==> src/scc_pkg.sv <==
package scc_pkg;

	localparam int DEF_MAX_WIDTH    = 4096;
	localparam int DEF_MAX_CHANNELS = 4;
	localparam int HEIGHT_CAP       = 4096;
	localparam int LANES            = 4;
	localparam int PIX_W            = 8;
	localparam int CFG_W            = 13;
	localparam int CFG_IDX_W        = 2;
	localparam int H_W              = 13;
	localparam int ROW_W            = 12;
	localparam int CNT_W            = 3;

	localparam int WIDTH_RESET    = 640;
	localparam int HEIGHT_RESET   = 480;
	localparam int CHANNELS_RESET = 3;

	typedef enum logic [CFG_IDX_W-1:0] {
		REG_FRAME_WIDTH   = 2'd0,
		REG_FRAME_HEIGHT  = 2'd1,
		REG_CHANNEL_COUNT = 2'd2
	} cfg_reg_t;

	typedef enum logic {
		REQ_PIXEL = 1'b0,
		REQ_FLUSH = 1'b1
	} req_type_t;

	typedef struct packed {
		req_type_t        req_type;
		logic [PIX_W-1:0] chan0_in;
		logic [PIX_W-1:0] chan1_in;
		logic [PIX_W-1:0] chan2_in;
		logic [PIX_W-1:0] chan3_in;
	} in_item_t;

	typedef struct packed {
		logic [PIX_W-1:0] chan0_out;
		logic [PIX_W-1:0] chan1_out;
		logic [PIX_W-1:0] chan2_out;
		logic [PIX_W-1:0] chan3_out;
		logic             frame_last;
	} out_item_t;

	// image border position of the pixel being filtered
	typedef struct packed {
		logic at_left;
		logic at_right;
		logic at_top;
		logic at_bottom;
	} border_t;

endpackage

==> src/scc_kernel.sv <==
module scc_kernel #(
	parameter int MAX_CHANNELS = scc_pkg::DEF_MAX_CHANNELS
) (
	input  logic [scc_pkg::PIX_W*MAX_CHANNELS-1:0] center,
	input  logic [scc_pkg::PIX_W*MAX_CHANNELS-1:0] left,
	input  logic [scc_pkg::PIX_W*MAX_CHANNELS-1:0] right,
	input  logic [scc_pkg::PIX_W*MAX_CHANNELS-1:0] up,
	input  logic [scc_pkg::PIX_W*MAX_CHANNELS-1:0] down,
	input  scc_pkg::border_t                       border,
	input  logic [scc_pkg::CNT_W-1:0]              nch,
	output scc_pkg::out_item_t                     item
);
	import scc_pkg::*;

	localparam int LW = PIX_W * MAX_CHANNELS;

	logic [LW-1:0]                l_sel, r_sel, u_sel, d_sel;
	logic [LANES-1:0][PIX_W-1:0] lane_res;

	always_comb begin
		logic signed [11:0] c12, l12, r12, u12, d12, acc;
		l_sel = border.at_left   ? center : left;
		r_sel = border.at_right  ? center : right;
		u_sel = border.at_top    ? center : up;
		d_sel = border.at_bottom ? center : down;
		lane_res = '0;
		for (int k = 0; k < MAX_CHANNELS; k++) begin
			c12 = {4'b0000, center[k*PIX_W +: PIX_W]};
			l12 = {4'b0000, l_sel[k*PIX_W +: PIX_W]};
			r12 = {4'b0000, r_sel[k*PIX_W +: PIX_W]};
			u12 = {4'b0000, u_sel[k*PIX_W +: PIX_W]};
			d12 = {4'b0000, d_sel[k*PIX_W +: PIX_W]};
			acc = (c12 <<< 2) + c12 - l12 - r12 - u12 - d12;
			if (CNT_W'(k) < nch) begin
				if (acc[11]) begin
					lane_res[k] = '0;
				end else if (acc > 12'sd255) begin
					lane_res[k] = '1;
				end else begin
					lane_res[k] = acc[PIX_W-1:0];
				end
			end
		end
		item.chan0_out  = lane_res[0];
		item.chan1_out  = lane_res[1];
		item.chan2_out  = lane_res[2];
		item.chan3_out  = lane_res[3];
		item.frame_last = border.at_right && border.at_bottom;
	end

endmodule

==> config.mk <==
export PLATFORM = sky130hd
export DESIGN_NAME = scc_kernel
export DESIGN_NICKNAME = d
export VERILOG_FILES = /design/src/scc_pkg.sv /design/src/scc_kernel.sv
export SDC_FILE = /design/constraint.sdc
export NUM_CORES = 1
export LEC_CHECK = 0
export ABC_CLOCK_PERIOD_IN_PS = 7300
export BUFFER_PORTS_ARGS = -buffer_cell sky130_fd_sc_hd__buf_2
export CORE_ASPECT_RATIO = 0.8
export CORE_MARGIN = 4
export CORE_UTILIZATION = 40
export DETAILED_ROUTE_END_ITERATION = 6
export PLACE_DENSITY = 0.71
export SLEW_MARGIN = 5
export SYNTH_ARGS = -nofsm -noshare
export SYNTH_HDL_FRONTEND = slang
export SYNTH_SLANG_ARGS = --single-unit
==> constraint.sdc <==
create_clock -name vclk -period 7.3
set_input_delay 0.365 -clock vclk [all_inputs]
set_output_delay 0.365 -clock vclk [all_outputs]
set_load 0.02 [all_outputs]
==> impl_metrics.toml, run 1 <==
[floorplanning]
initial_core_util = 0.4079
die_area_mm2 = 0.01987
die_y_um = 126.9
core_mm2 = 0.01732
io_pins = 200
dieWidth_um = 156.6
rows = 43

[detailed_routing]
drcViolationCount = 0
num_vias = 5978
drt_iter0_drc = 235
drt-total-wl_mm = 17.28
vias_per_cell = 5.058
drtAntennaViolNets = 0
dr.pass1.iters = 5
wire_per_inst_um = 14.62

[global_routing]
grt_pass1_wl_mm = 28.95
grt-busiest-layer = "met2"
grt_pass1_vias = 6054
antenna_found_initial = 0
grt_start_max_net_pins = 21
track_usage = 0.1730
grt_overflow = 0
use_met3 = 0.004775
grt.met2_usage = 0.2838
grtUsageMet1 = 0.2681

[cts]
cts_hold_buf = 0
post_cts_buffers = 0
post_cts_resized = 0

[sta]
finalCritPeriodShare = 0.7665
tns_ps = 0
rsz0062_at_grt = "no"
hold-worst-slack_ps = 1401
slew_violations = 0
fmax_mhz = 178.7
setup_violations = 0
relSlewSlack = 0.5424
worstMarginPinSlew_ps = 686.4
setup_ws_ps = 1705
hold_viol = 0
min_period_ps = 5595

[power]
total_power_mw = 2.942
ir_drop_uv = 224.5
pwr-share-seq = 0
pwr-share-comb = 1.000
p_int_mw = 1.216
p_clk_frac = 0
p_leak_nw = 4.494
swShare = 0.5866
p_sw_mw = 1.726
power_density_mw_per_mm2 = 354.1

[yosys]
synthTopCellsByCount = "190 x inv_1, 120 x fa_1, 68 x mux2_2, 68 x mux2i_1, 60 x ha_1"
synthTopCellsByArea = "fa_1 34%, mux2_2 11%, ha_1 11%"
post-synth-top-area-fraction = 0.3399
yosys_warnings = 0
synth_most_common_cell = "inv_1"
syn_inst = 771
synthesis.area_mm2 = 0.007067
ys_types = 58
syn_avg_cell_area_um2 = 9.166
yosys.area.top_type = "fa_1"
ys_seq_area_frac = 0
syn-num-nets = 1118

[worst_hold_path]
hold_class = "in2out"

[cells_and_area]
regArea_um2 = 0
fin_util = 0.4796
syn_to_final_growth_pct = 17.56
antennaDiodeCount = 0
design.seq.count = 0
multiInputGateArea_mm2 = 0.006267
filler_cell_count = 1689
num-nets-final = 1306
layout-drive-gt1-share = 0.3020
final_area_mm2 = 0.008308
fin_cells = 1182
clockBufferCount = 0

[setup_path]
cp.arrival_ps = 5230
required_ps = 6930
crit_type = "in2out"
endpoint_kind = "primary output"
slowest_delay_ps = 540
cp_max_fo = 17
cp_cell_sequence = "buf_2 > buf_4 > mux2_2 > fa_1 > inv_1 > fa_1 > inv_1 > fa_1 > inv_1 > ha_1 > o211ai_1 > o21ai_1 > a221oi_2 > mux2i_1 > nor3_4 > a31oi_1 > buf_2"
critPathSlowestCell = "fa_1"
cp-start-kind = "input port"

[run_status]
status = "finished clean"

[placement]
post-place-ws_ps = 1700
gp_congestion = 0.8503
dp_hpwl_mm = 15.22
port_buffers = 200
place_inst = 1182
placed_area_mm2 = 0.008308

[flow_run]
drv_cap = 0
-- final timing paths --
kind              slack [ps]  startpoint       end  depth (start not counted)
hold / removal          1400      nch[2]   item[2]                          4
setup / recovery        1700   border[3]  item[32]                         17
-- kinds of logic after synthesis --
family	after synthesis	synth area share
compound gates	147	0.1401
xor+xnor	31	0.03842
fa+ha+maj	180	0.4462
buf+inv	210	0.1131
mux	136	0.2047
simple gates	67	0.05755
-- layer usage --
metal | up-vias | wire, µm
li1 | 2936 | -
met1 | 2880 | 8566
met2 | 156 | 7712
met3 | 6 | 890
met4 | 0 | 111
met5 | - | 0
-- worst max-delay path: cells and delay by family --
family	cells	cell delay, ps
and+or+nand+nor	1	370
AOI/OAI and AO/OA	4	810
adders and majority gates	4	1940
buffers and inverters	6	1200
muxes	2	550
-- power groups by stage --
| stage | clock [mW] | combinational, mW | sequential, mW |
|---|---|---|---|
| after floorplan | 0 | 2.29 | 0 |
| after global placement | 0 | 2.89 | 0 |
| after detailed placement | 0 | 2.92 | 0 |
| after CTS | 0 | 2.94 | 0 |
| after global routing | 0 | 3.31 | 0 |
| final | 0 | 2.94 | 0 |
-- area by class of cell --
cell class / count / area share
tap: 225 / 0.03389
inverter: 190 / 0.08584
multi-input combinational: 561 / 0.7544
timing repair buffer: 206 / 0.1259
-- layout by cell type, fill, tap and decap left out, types with 9 or more instances in the layout --
cell	netlist	routed
a31oi_1	13	13
nand2b_1	9	9
ha_1	60	60
o21ai_0	12	12
mux2i_1	68	68
a21o_1	23	23
nand2_1	11	11
fa_1	120	120
buf_2	3	200
mux2_2	68	68
xor2_1	10	10
xnor2_1	21	21
nor2_1	9	9
inv_1	190	190
a21oi_1	54	54
No activity file was read; power rests on OpenSTA's default activity.
==> run 2: changes to the inputs <==
- ABC_CLOCK_PERIOD_IN_PS: 7300 -> 4700
- PLACE_DENSITY: 0.71 -> 0.73
- clock period: 7.3 -> 4.7 ns (I/O delays scaled with it)
==> run 2 against run 1 <==
Combinational power up 96%. First-iteration DRC count did not move. Worst setup slack lost 1600 ps. Highest routed layer is now met5. Final cell count grew 5.2%. Core utilization increased by 6.7 points. Global-route usage fell by 0.13 points. Via count rose by 6.0%.
==> impl_metrics.toml, run 2 (synthesized netlist as in run 1, its figures left out) <==
[setup_path]
critPathSlowestCell = "fa_1"
cp.arrival_ps = 4390
required_ps = 4470
cp_cell_sequence = "buf_12 > buf_12 > buf_12 > mux2_4 > fa_1 > inv_1 > fa_1 > inv_1 > fa_1 > inv_2 > fa_2 > a21o_1 > a311o_1 > and2_4 > o311ai_4 > a311oi_4 > buf_12 > a21oi_4 > buf_6"
cp_common_cell = "buf_12"
endpoint_kind = "primary output"
startpoint = "border[3]"
crit_type = "in2out"
slowest_delay_ps = 490
cp-start-kind = "input port"
cp_max_fo = 8
crit_buf_inv = 8
path_delay_family = "adder cells"

[cells_and_area]
fin_cells = 1244
fin_util = 0.5469
clockBufferCount = 0
layout-drive-gt1-share = 0.3906
multiInputGateArea_mm2 = 0.006623
antennaDiodeCount = 0
regArea_um2 = 0
final_cell_mix = "189 x inv_1, 179 x buf_2, 117 x fa_1, 64 x mux2i_1, 62 x mux2_2"
mostFrequentLayoutCell = "inv_1"
design.seq.count = 0
filler_cell_count = 1511
num-nets-final = 1368
syn_to_final_growth_pct = 34.07

[detailed_routing]
drt-total-wl_mm = 18.90
drt_iter0_drc = 235
drtAntennaViolNets = 0
dr.pass1.iters = 4
num_vias = 6335
wire_per_inst_um = 15.20
drcViolationCount = 0
vias_per_cell = 5.092

[sta]
hold_viol = 0
worstMarginPinSlew_ps = 394.5
rsz0062_at_grt = "yes"
relSlewSlack = 0.7302
min_period_ps = 4620
fmax_mhz = 216.4
setup_violations = 0
finalCritPeriodShare = 0.9830
tns_ps = 0
slew_violations = 0
hold-worst-slack_ps = 1021

[floorplanning]
die_y_um = 126.9
initial_core_util = 0.4079
core_mm2 = 0.01732
die_area_mm2 = 0.01987
io_pins = 200
dieWidth_um = 156.6
rows = 43

[flow_run]
drv_cap = 0

[worst_hold_path]
hold_class = "in2out"
worstHoldStart = "border[2]"

[global_routing]
grt_pass1_wl_mm = 29.09
grt_pass1_vias = 6181
antenna_found_initial = 1
grt_overflow = 0
track_usage = 0.1717
grt_start_max_net_pins = 15

[power]
power_density_mw_per_mm2 = 609.5
p_leak_nw = 4.944
total_power_mw = 5.775
p_sw_mw = 3.122
p_clk_frac = 0
pwr-share-seq = 0
swShare = 0.5406
ir_drop_uv = 343.8
pwr-share-comb = 1.000
p_int_mw = 2.653

[placement]
place_inst = 1216
dp_hpwl_mm = 15.63
port_buffers = 200
gp_congestion = 0.8619

[run_status]
status = "finished clean"
==> run 2: final cells by class <==
class | instances | share of cell area
inverter | 190 | 0.07528
multi-input combinational | 561 | 0.6990
tap | 225 | 0.02971
timing repair buffer | 268 | 0.1960
==> run 2: repair_timing <==
item,in CTS,in global routing
pin swaps,5,13
endpoints found under the setup margin,25,32
setup buffers,5,20
hold endpoints to repair,0,0
gates cloned,0,3
gates resized for setup,18,63
hold buffers,0,0
==> run 2: worst paths after layout <==
kind / endpoint / cells past startpoint
max: item[21] / 19
min: item[0] / 4
==> run 2: through the flow <==
stage / area (µm²) / setup slack [ps]
floorplan: 7264 / 4.492
global placement: 8820 / -43.56
detailed placement: 8820 / -166.8
CTS: 8967 / 0.2300
global route: 9474 / -122.1
finish: 9474 / 79.69
==> run 2: per-layer routing <==
layer,global-route usage,share of wire,routed length (µm),up-vias
met1,0.2567,0.46,8705,3076
met5,0,0.00069,13,-
met3,0.01023,0.057,1069,19
li1,-,-,-,3051
met4,0.006122,0.0091,172,2
met2,0.2899,0.47,8941,187
==> run 2: power groups by stage <==
stage	clock (mW)	sequential, mW	combinational (mW)
after global routing	0	0	6.38
after global placement	0	0	5.06
after floorplan	0	0	3.83
after detailed placement	0	0	5.11
final	0	0	5.77
after CTS	0	0	5.39
